$ cat src/multichannel_hit_detector_defines.svh
// Assertion macros for the hit detector.
`ifndef MULTICHANNEL_HIT_DETECTOR_DEFINES_SVH
`define MULTICHANNEL_HIT_DETECTOR_DEFINES_SVH

// Same-cycle implication, checked out of reset.
`define MHD_ASSERT_NOW(label, ante, cons) \
   label: assert property (@(posedge clock) disable iff (reset) (ante) |-> (cons)) \
      else $error("hit detector check failed");

// Next-cycle implication, checked out of reset.
`define MHD_ASSERT_NEXT(label, ante, cons) \
   label: assert property (@(posedge clock) disable iff (reset) (ante) |=> (cons)) \
      else $error("hit detector check failed");

`endif

$ cat src/mhd_pkg.sv
// Shared constants and codes for the hit detector.
package mhd_pkg;

   localparam int RING_COUNT    = 10;
   localparam int CAPTURE_DEPTH = 64;
   localparam int READING_COUNT = 10;

   localparam int RING_W = (RING_COUNT > 1) ? $clog2(RING_COUNT) : 1;
   localparam int POS_W  = (CAPTURE_DEPTH > 1) ? $clog2(CAPTURE_DEPTH) : 1;

   localparam int ADC_W   = 12;
   localparam int SUM_W   = 32;
   localparam int PROD_W  = 28;
   localparam int MAP_W   = 40;
   localparam int TRIG_W  = 6;
   localparam int CSR_W   = 40;
   localparam int INDEX_W = 3;

   localparam logic [3:0] NONE_CODE = 4'hF;

   // Item actions
   localparam logic ACT_SAMPLE = 1'b0;
   localparam logic ACT_POLL   = 1'b1;

   // Register indexes
   localparam logic [INDEX_W-1:0] REG_THRESHOLD    = 3'd0;
   localparam logic [INDEX_W-1:0] REG_CONFIRM      = 3'd1;
   localparam logic [INDEX_W-1:0] REG_DEBOUNCE     = 3'd2;
   localparam logic [INDEX_W-1:0] REG_POST_TRIGGER = 3'd3;
   localparam logic [INDEX_W-1:0] REG_RING_MAP     = 3'd4;

   // Detection phases
   localparam logic [1:0] PH_BEFORE = 2'd0;
   localparam logic [1:0] PH_RECORD = 2'd1;
   localparam logic [1:0] PH_AFTER  = 2'd2;

   // Capture phases
   localparam logic [1:0] CAP_IDLE      = 2'd0;
   localparam logic [1:0] CAP_CAPTURING = 2'd1;
   localparam logic [1:0] CAP_READY     = 2'd2;

   localparam logic [11:0] THRESHOLD_RESET    = 12'd150;
   localparam logic [15:0] CONFIRM_RESET      = 16'd1;
   localparam logic [7:0]  DEBOUNCE_RESET     = 8'd1;
   localparam logic [15:0] POST_TRIGGER_RESET = 16'd32;
   localparam logic [MAP_W-1:0] RING_MAP_RESET = 40'd224788615320;

   typedef enum logic [3:0] {
      ST_IDLE   = 4'b0001,
      ST_SAMPLE = 4'b0010,
      ST_POLL   = 4'b0100,
      ST_RESULT = 4'b1000
   } state_type;

endpackage

$ cat src/multichannel_hit_detector.sv
// Multichannel strike detector: per-ring energy sums, hit sequencing and poll reporting.
//
// Ten rings each read one of ten 12-bit converter readings through the ring map. A single
// adder and comparator walk the rings one per cycle: a sample item is accepted, then makes
// ten ring passes; a sample ignored while the capture is ready or taken after the hit has
// ended is done on acceptance, and a poll, when the capture is ready, is accepted with the
// product of threshold and confirm factor, makes ten passes for the maximum search and sum
// clear and then loads the result register; otherwise it is accepted and loads the result.
// Input stall is held high until the item is finished; a poll result also waits while the
// previous result is still stalled. Every poll gives one result; samples give none.
`include "multichannel_hit_detector_defines.svh"

module multichannel_hit_detector
   import mhd_pkg::*;
(
   input  logic                clock,
   input  logic                reset,

   input  logic                req_valid,
   output logic                req_stall,
   input  logic                req_action,
   input  logic [ADC_W-1:0]    req_adc_ch0,
   input  logic [ADC_W-1:0]    req_adc_ch1,
   input  logic [ADC_W-1:0]    req_adc_ch2,
   input  logic [ADC_W-1:0]    req_adc_ch3,
   input  logic [ADC_W-1:0]    req_adc_ch4,
   input  logic [ADC_W-1:0]    req_adc_ch5,
   input  logic [ADC_W-1:0]    req_adc_ch6,
   input  logic [ADC_W-1:0]    req_adc_ch7,
   input  logic [ADC_W-1:0]    req_adc_ch8,
   input  logic [ADC_W-1:0]    req_adc_ch9,

   output logic                rsp_valid,
   input  logic                rsp_stall,
   output logic                rsp_pending,
   output logic [3:0]          rsp_ring_index,
   output logic [3:0]          rsp_sample_position,
   output logic [TRIG_W-1:0]   rsp_trigger_position,

   input  logic                csr_write,
   input  logic [INDEX_W-1:0]  csr_index,
   input  logic [CSR_W-1:0]    csr_data
);

   // Configuration
   logic [11:0]       threshold_ff;
   logic [15:0]       confirm_ff;
   logic [7:0]        debounce_ff;
   logic [15:0]       post_trigger_ff;
   logic [MAP_W-1:0]  ring_map_ff;

   // Sequencer and detection state
   state_type         state_ff, state_in;
   logic [RING_W-1:0] ring_cnt_ff, ring_cnt_in;
   logic              hit_ff, hit_in;
   logic              poll_live_ff, poll_live_in;
   logic [1:0]        detect_ff, detect_in;
   logic [1:0]        capture_ff, capture_in;
   logic [7:0]        quiet_ff, quiet_in;
   logic [15:0]       after_ff, after_in;
   logic [POS_W-1:0]  write_pos_ff, write_pos_in;
   logic [POS_W-1:0]  last_pos_ff, last_pos_in;
   logic [POS_W-1:0]  trigger_mark_ff, trigger_mark_in;

   // Datapath
   logic [ADC_W-1:0]  adc_ff [READING_COUNT];
   logic [SUM_W-1:0]  energy_ff [RING_COUNT];
   logic [SUM_W-1:0]  sum_in;
   logic              sum_we;
   logic [SUM_W-1:0]  best_ff, best_in;
   logic [RING_W-1:0] best_ring_ff, best_ring_in;
   logic [PROD_W-1:0] product_ff, product_in;

   // Result register
   logic              rsp_valid_ff, rsp_valid_in;
   logic              rsp_pending_ff, rsp_pending_in;
   logic [3:0]        rsp_ring_ff, rsp_ring_in;
   logic [3:0]        rsp_pos_ff, rsp_pos_in;
   logic [TRIG_W-1:0] rsp_trig_ff, rsp_trig_in;

   logic              req_accept;
   logic [3:0]        cur_pos;
   logic [ADC_W-1:0]  cur_reading;
   logic              struck;
   logic              last_ring;
   logic              hit_now;
   logic [7:0]        quiet_next;
   logic [15:0]       after_next;
   logic [POS_W-1:0]  write_pos_next;
   logic              confirmed;
   logic              rsp_no_winner;
   logic              ignored_sample;

   assign req_stall  = (state_ff != ST_IDLE);
   assign req_accept = req_valid && !req_stall;

   // Shared ring unit: map lookup, threshold compare
   assign cur_pos     = ring_map_ff[{ring_cnt_ff, 2'b00} +: 4];
   assign cur_reading = (cur_pos < 4'(READING_COUNT)) ? adc_ff[cur_pos] : '0;
   assign struck      = cur_reading > threshold_ff;
   assign last_ring   = (ring_cnt_ff == RING_W'(RING_COUNT - 1));
   assign hit_now     = hit_ff || struck;
   assign quiet_next  = quiet_ff + 8'd1;
   assign after_next  = after_ff + 16'd1;
   assign write_pos_next = (write_pos_ff == POS_W'(CAPTURE_DEPTH - 1)) ?
                           '0 : write_pos_ff + POS_W'(1);
   assign confirmed   = poll_live_ff && (best_ff > SUM_W'(product_ff));

   always_comb begin
      state_in        = state_ff;
      ring_cnt_in     = ring_cnt_ff;
      hit_in          = hit_ff;
      poll_live_in    = poll_live_ff;
      detect_in       = detect_ff;
      capture_in      = capture_ff;
      quiet_in        = quiet_ff;
      after_in        = after_ff;
      write_pos_in    = write_pos_ff;
      last_pos_in     = last_pos_ff;
      trigger_mark_in = trigger_mark_ff;
      best_in         = best_ff;
      best_ring_in    = best_ring_ff;
      product_in      = product_ff;
      sum_we          = 1'b0;
      sum_in          = (state_ff == ST_POLL) ? '0 :
                        energy_ff[ring_cnt_ff] + SUM_W'(cur_reading);
      rsp_valid_in    = rsp_valid_ff && rsp_stall;
      rsp_pending_in  = rsp_pending_ff;
      rsp_ring_in     = rsp_ring_ff;
      rsp_pos_in      = rsp_pos_ff;
      rsp_trig_in     = rsp_trig_ff;

      unique case (state_ff)
         ST_IDLE: begin
            if (req_accept) begin
               ring_cnt_in = '0;
               if (req_action == ACT_POLL) begin
                  poll_live_in = (capture_ff == CAP_READY);
                  product_in   = PROD_W'(threshold_ff) * PROD_W'(confirm_ff);
                  best_in      = '0;
                  best_ring_in = '0;
                  state_in     = (capture_ff == CAP_READY) ? ST_POLL : ST_RESULT;
               end else if (capture_ff != CAP_READY) begin
                  last_pos_in  = write_pos_ff;
                  write_pos_in = write_pos_next;
                  hit_in       = 1'b0;
                  case (detect_ff) inside
                     PH_BEFORE, PH_RECORD: state_in = ST_SAMPLE;
                     PH_AFTER: begin
                        if (capture_ff == CAP_CAPTURING) begin
                           after_in = after_next;
                           if (after_next >= post_trigger_ff)
                              capture_in = CAP_READY;
                        end
                     end
                     default: ;
                  endcase
               end
            end
         end
         ST_SAMPLE: begin
            // Before a hit only the first struck ring adds
            sum_we = struck && ((detect_ff == PH_RECORD) || !hit_ff);
            hit_in = hit_now;
            if (last_ring) begin
               state_in = ST_IDLE;
               if (detect_ff == PH_BEFORE) begin
                  if (hit_now) begin
                     detect_in = PH_RECORD;
                     quiet_in  = '0;
                     if (capture_ff == CAP_IDLE) begin
                        trigger_mark_in = last_pos_ff;
                        capture_in      = CAP_CAPTURING;
                        after_in        = '0;
                     end
                  end
               end else if (hit_now) begin
                  quiet_in = '0;
               end else begin
                  quiet_in = quiet_next;
                  if (quiet_next >= debounce_ff)
                     detect_in = PH_AFTER;
               end
            end else begin
               ring_cnt_in = ring_cnt_ff + RING_W'(1);
            end
         end
         ST_POLL: begin
            // Search the maximum and clear each sum as it is passed
            sum_we = 1'b1;
            if (energy_ff[ring_cnt_ff] > best_ff) begin
               best_in      = energy_ff[ring_cnt_ff];
               best_ring_in = ring_cnt_ff;
            end
            if (last_ring) begin
               state_in   = ST_RESULT;
               capture_in = CAP_IDLE;
               after_in   = '0;
               detect_in  = PH_BEFORE;
            end else begin
               ring_cnt_in = ring_cnt_ff + RING_W'(1);
            end
         end
         ST_RESULT: begin
            if (!rsp_valid_ff || !rsp_stall) begin
               rsp_valid_in   = 1'b1;
               rsp_pending_in = confirmed;
               rsp_ring_in    = confirmed ? 4'(best_ring_ff) : NONE_CODE;
               rsp_pos_in     = confirmed ? ring_map_ff[{best_ring_ff, 2'b00} +: 4] : NONE_CODE;
               rsp_trig_in    = TRIG_W'(trigger_mark_ff);
               state_in       = ST_IDLE;
            end
         end
         default: state_in = ST_IDLE;
      endcase
   end

   always_ff @(posedge clock) begin
      if (reset) begin
         state_ff        <= ST_IDLE;
         ring_cnt_ff     <= '0;
         hit_ff          <= 1'b0;
         poll_live_ff    <= 1'b0;
         detect_ff       <= PH_BEFORE;
         capture_ff      <= CAP_IDLE;
         quiet_ff        <= '0;
         after_ff        <= '0;
         write_pos_ff    <= '0;
         last_pos_ff     <= '0;
         trigger_mark_ff <= '0;
         rsp_valid_ff    <= 1'b0;
      end else begin
         state_ff        <= state_in;
         ring_cnt_ff     <= ring_cnt_in;
         hit_ff          <= hit_in;
         poll_live_ff    <= poll_live_in;
         detect_ff       <= detect_in;
         capture_ff      <= capture_in;
         quiet_ff        <= quiet_in;
         after_ff        <= after_in;
         write_pos_ff    <= write_pos_in;
         last_pos_ff     <= last_pos_in;
         trigger_mark_ff <= trigger_mark_in;
         rsp_valid_ff    <= rsp_valid_in;
      end
   end

   // Payload registers
   always_ff @(posedge clock) begin
      best_ff        <= best_in;
      best_ring_ff   <= best_ring_in;
      product_ff     <= product_in;
      rsp_pending_ff <= rsp_pending_in;
      rsp_ring_ff    <= rsp_ring_in;
      rsp_pos_ff     <= rsp_pos_in;
      rsp_trig_ff    <= rsp_trig_in;
      if (req_accept) begin
         adc_ff[0] <= req_adc_ch0;
         adc_ff[1] <= req_adc_ch1;
         adc_ff[2] <= req_adc_ch2;
         adc_ff[3] <= req_adc_ch3;
         adc_ff[4] <= req_adc_ch4;
         adc_ff[5] <= req_adc_ch5;
         adc_ff[6] <= req_adc_ch6;
         adc_ff[7] <= req_adc_ch7;
         adc_ff[8] <= req_adc_ch8;
         adc_ff[9] <= req_adc_ch9;
      end
   end

   always_ff @(posedge clock) begin
      if (reset) begin
         for (int i = 0; i < RING_COUNT; i++)
            energy_ff[i] <= '0;
      end else if (sum_we) begin
         energy_ff[ring_cnt_ff] <= sum_in;
      end
   end

   always_ff @(posedge clock) begin
      if (reset) begin
         threshold_ff    <= THRESHOLD_RESET;
         confirm_ff      <= CONFIRM_RESET;
         debounce_ff     <= DEBOUNCE_RESET;
         post_trigger_ff <= POST_TRIGGER_RESET;
         ring_map_ff     <= RING_MAP_RESET;
      end else if (csr_write) begin
         unique case (csr_index)
            REG_THRESHOLD:    threshold_ff    <= csr_data[11:0];
            REG_CONFIRM:      confirm_ff      <= csr_data[15:0];
            REG_DEBOUNCE:     debounce_ff     <= csr_data[7:0];
            REG_POST_TRIGGER: post_trigger_ff <= csr_data[15:0];
            REG_RING_MAP:     ring_map_ff     <= csr_data[MAP_W-1:0];
            default: ;
         endcase
      end
   end

   assign rsp_valid            = rsp_valid_ff;
   assign rsp_pending          = rsp_pending_ff;
   assign rsp_ring_index       = rsp_ring_ff;
   assign rsp_sample_position  = rsp_pos_ff;
   assign rsp_trigger_position = rsp_trig_ff;

   assign rsp_no_winner  = (rsp_ring_index == NONE_CODE) && (rsp_sample_position == NONE_CODE);
   assign ignored_sample = req_accept && (req_action == ACT_SAMPLE) && (capture_ff == CAP_READY);

   `MHD_ASSERT_NOW(a_ready_after_hit, capture_ff == CAP_READY, detect_ff == PH_AFTER)
   `MHD_ASSERT_NOW(a_idle_before_hit, capture_ff == CAP_IDLE, detect_ff == PH_BEFORE)
   `MHD_ASSERT_NOW(a_none_unless_pending, rsp_valid && !rsp_pending, rsp_no_winner)
   `MHD_ASSERT_NEXT(a_ready_holds_position, ignored_sample, $stable(write_pos_ff))

endmodule

$ cat config.mk
export PLATFORM = sky130hd
export DESIGN_NAME = multichannel_hit_detector
export DESIGN_NICKNAME = d
export VERILOG_FILES = /design/src/mhd_pkg.sv /design/src/multichannel_hit_detector.sv
export VERILOG_INCLUDE_DIRS = /design/src /design/src/src
export SDC_FILE = /design/constraint.sdc
export NUM_CORES = 2
export LEC_CHECK = 0
export BUFFER_PORTS_ARGS = -buffer_cell sky130_fd_sc_hd__buf_4
export CELL_PAD_IN_SITES_DETAIL_PLACEMENT = 0
export CELL_PAD_IN_SITES_GLOBAL_PLACEMENT = 2
export CORE_ASPECT_RATIO = 0.9
export CORE_MARGIN = 8
export CORE_UTILIZATION = 47
export DETAILED_ROUTE_END_ITERATION = 16
export PLACE_DENSITY_LB_ADDON = 0.1
export SYNTH_ARGS = -nofsm -noshare
export SYNTH_HDL_FRONTEND = slang
export SYNTH_SLANG_ARGS = --single-unit
export TNS_END_PERCENT = 30
$ cat constraint.sdc
create_clock -name clock -period 14.03 [get_ports clock]
set_input_delay 2.806 -clock clock [delete_from_list [all_inputs] [get_ports clock]]
set_output_delay 2.806 -clock clock [all_outputs]
set_load 0.01 [all_outputs]
==> run_results.csv <==
group,metric,value,unit
run_status,outcome,"finished, final reports clean",
logic_synthesis,synth_edf_count,711,
job,drv_cap,0,
finish,layout_common_cells,"edfxtp_1, nand2_1, nor2_1, inv_1, buf_4",
logic_synthesis,yosysWarningCount,0,
grt,grt_pass1_vias,29400,
routing,wire_per_inst,24.1,um
finish,syn2layout_area_growth,12.8,%
min_path,min_path_type,"reg2reg",
clocking,cts.repair.resized,0,
finish,finalInstanceArea,50400,sq um
power_and_ir_drop,p_leak,19.2,nW
power_and_ir_drop,p_per_area,119,nW/um^2
clocking,clk_pin_slew,0.06,ns
routing,ant_nets,0,
floorplan,pin_count,186,
setup_path,crit_buf_inv,3,
logic_synthesis,synth-seq-area-share,54.7,%
routing,drtPass1Iterations,6,
logic_synthesis,synthDistinctLibCells,85,
timing,tns,0,ns
setup_path,r2r_start,"ring_cnt_ff[1]",
logic_synthesis,synth-main-ff-cell,"edfxtp_1",
clocking,htree_levels,3,
finish,fin_nets,4183,
routing,drc,0,
grt,gr-usage-all-layers,22.9,%
finish,layout-drive-gt1-share,15.6,%
power_and_ir_drop,pwr-share-seq,49.3,%
timing,drv_slew,0,
timing,layout_min_cycle_time,7.76,ns
power_and_ir_drop,comb_power_share,8.2,%
clocking,cts_tree,"built",
power_and_ir_drop,swShare,23.7,%
clocking,clk_latency,0.68,ns
setup_path,cp_common_cell,"nand3_1",
placement,portBuffers,185,
setup_path,cp-startpoint,"ring_cnt_ff[1]",
setup_path,crit_path_start_kind,"flop",
grt,grt_pass1_wl,185000,um
finish,mostFrequentLayoutCell,"edfxtp_1",
grt,overflow,0,
floorplan,num_rows,107,
timing,max_slew_margin,16.3,%
timing,period_share,55.3,%
floorplan,chipWidth,341,um
timing,setup_viol,0,
timing,fin_skew,0.0489,ns
power_and_ir_drop,pwr-share-clk,42.5,%
power_and_ir_drop,power.switching,0.00142,W
routing,vias,28400,
floorplan,core,94400,sq um
setup_path,worstPathRequired,14.32,ns
setup_path,reg2regPathDepth,17,
timing,worst_pin_slew,1.26,ns
power_and_ir_drop,p_int,0.00456,W
timing,worst_hold_slack,0.447,ns
setup_path,endpoint_kind,"flop",
setup_path,ff2ff_setup_slack,6.27,ns
grt,grt_max_degree,88,
floorplan,dieArea,105000,sq um
logic_synthesis,yosys_register_bits,864,
setup_path,cpMaxStageDelayCell,"nand2b_2",
clocking,cts_sinks,864,
placement,dp_hpwl,85000,um
setup_path,crit_family,"simple AND/OR/NAND/NOR gates",
floorplan,initial_core_util,47.3,%
clocking,post_cts_buffers,0,
setup_path,crit_chain,"nor2_1, a221oi_1, a21oi_4, buf_4, inv_1, nand3_1, o211ai_1, ha_1, nor2b_1, o211ai_1, a21o_1, a21oi_1, nand3_1, a21oi_1, buf_4, nand3_1, nand2b_2",
placement,gp_congestion,0.878,
clocking,numCtsBuffers,90,
finish,nFillCells,7948,
logic_synthesis,syn_nets,4034,
power_and_ir_drop,ir_drop,0.120,mV
setup_path,max_stage_delay,1.07,ns
timing,rsz0062_at_grt,"false",
timing,hold_violations,0,
setup_path,timing.rr.end,"energy_ff[8][2]",
setup_path,crit_type,"reg2reg",
logic_synthesis,avgSynthCellArea,12.6,sq um
routing,drt_first_iter_violations,2431,
logic_synthesis,syn_area,44700,sq um
setup_path,worst-path-stages,17,
routing,routed_wl,121000,um
logic_synthesis,synthArstFlopShare,0,%
placement,placed_cell_area,47200,sq um
timing,fmax,129,MHz
routing,vias_per_cell,5.65,
setup_path,worstSetupEndpoint,"energy_ff[8][2]",
finish,antenna_cells,0,
setup_path,critPathArrivalTime,8.05,ns
setup_path,crit_path_max_fanout,49,
grt,antenna_found_initial,2,
clocking,clockBufferDepth,3,
clocking,cts_hold_buf,0,
clocking,cts-root-buf,"clkbuf_16",
floorplan,dieHeight,308,um
logic_synthesis,syn_inst,3545,
## power by group through the flow
stage	Clock, W	Combinational [W]	Sequential (W)
after floorplan	0	0.000317	0.00296
after global placement	0	0.000484	0.00300
after detailed placement	0	0.000491	0.00300
after CTS	0.00258	0.000494	0.00295
after global routing	0.00267	0.000539	0.00295
final	0.00254	0.000489	0.00294
## metal layers
metal / vias up / share of wire [%] / track usage, %
met5: - / 0 / 0
li1: 12900 / - / -
met2: 815 / 47 / 36.5
met3: 163 / 5.5 / 3.15
met4: 0 / 2.3 / 5.89
met1: 14500 / 45 / 33.2
## cell type report
class,count,area [sq um],area share (%)
inverters,299,1120,2.23
well taps,1253,1570,3.11
repair buffers,230,1730,3.43
flip-flops and latches,864,24400,48.5
clock inverters,64,816,1.62
clock buffers,101,2330,4.63
multi-input cells,2209,18400,36.5
## sequential cells by signal (all words and copies together) (netlist names), 4 cells and up, named ones only
| name | cells |
|---|---|
| ring_cnt_ff | 4 |
| after_ff | 16 |
| rsp_trigger_position | 6 |
| energy_ff | 512 |
| post_trigger_ff | 16 |
| confirm_ff | 16 |
| product_ff | 28 |
| adc_ff | 120 |
| threshold_ff | 12 |
| quiet_ff | 8 |
| ring_map_ff | 40 |
| best_ring_ff | 4 |
| debounce_ff | 8 |
| best_ff | 32 |
| rsp_sample_position | 4 |
| rsp_ring_index | 4 |
| last_pos_ff | 6 |
| write_pos_ff | 6 |
| trigger_mark_ff | 6 |
| state_ff | 4 |
## stage by stage
| stage | utilization (%) | total power, W | instances | setup slack [ns] |
|---|---|---|---|---|
| detailed placement | 50.0 | 0.00349 | 4855 | 6.16 |
| global route | 53.4 | 0.00616 | 5020 | 5.67 |
| global placement | 50.0 | 0.00349 | 4855 | 6.34 |
| finish | 53.4 | 0.00597 | 5020 | 6.27 |
| CTS | 53.4 | 0.00602 | 5020 | 6.12 |
| floorplan | - | 0.00328 | 3545 | 7.09 |
## synth_stat cells (17+ instances only)
cell type	number	area [sq um]
fa_1	141	2820
mux4_2	130	2930
a22oi_1	32	240
dfxtp_1	153	3060
a21o_1	33	248
nand3b_1	30	225
nand2b_1	25	156
xor2_1	26	228
ha_1	179	2240
o211ai_1	30	225
mux4_1	29	762
mux2i_1	68	681
nand2_1	416	1560
and2_1	92	576
clkbuf_1	126	473
buf_2	21	105
o21ai_0	46	230
nor3_1	29	145
nor2_1	407	1530
mux2_2	17	191
xnor2_1	35	307
inv_1	298	1120
nand4_1	21	131
edfxtp_1	711	21400
nor2b_1	17	106
nand3_1	54	270
a21oi_1	182	911
## worst reg2reg max path, delay by kind of cell, from the launching register on
kind	cells	cell delay [ns]
adder cells (fa/ha/maj)	1	0.38
AO/OA/AOI/OAI	7	1.93
flip-flops	1	0.57
buffers and inverters	3	1.04
AND/OR/NAND/NOR	6	3.43
## how the worst min path moves through the flow
| stage | from | endpoint | cells after the start |
|---|---|---|---|
| floorplan | trigger_mark_ff[0] | rsp_trigger_position[0] | 0 |
| global placement | trigger_mark_ff[4] | rsp_trigger_position[4] | 0 |
| detailed placement | trigger_mark_ff[4] | rsp_trigger_position[4] | 0 |
| CTS | trigger_mark_ff[5] | rsp_trigger_position[5] | 0 |
| global route | trigger_mark_ff[4] | rsp_trigger_position[4] | 0 |
| finish | trigger_mark_ff[5] | rsp_trigger_position[5] | 0 |
## logic make-up (layout without fill, tap and decap cells)
logic type	after synthesis	in the layout	share of synthesized area (%)
AND/OR/NAND/NOR	1164	1164	11.8
flip-flops	864	864	54.7
buffers and inverters	472	694	4.40
AO/OA/AOI/OAI	406	406	5.75
adder cells (fa/ha/maj)	320	320	11.3
multiplexers	245	245	10.2
XOR/XNOR	74	74	1.80
Note: power is estimated with default switching activity, not from simulation.
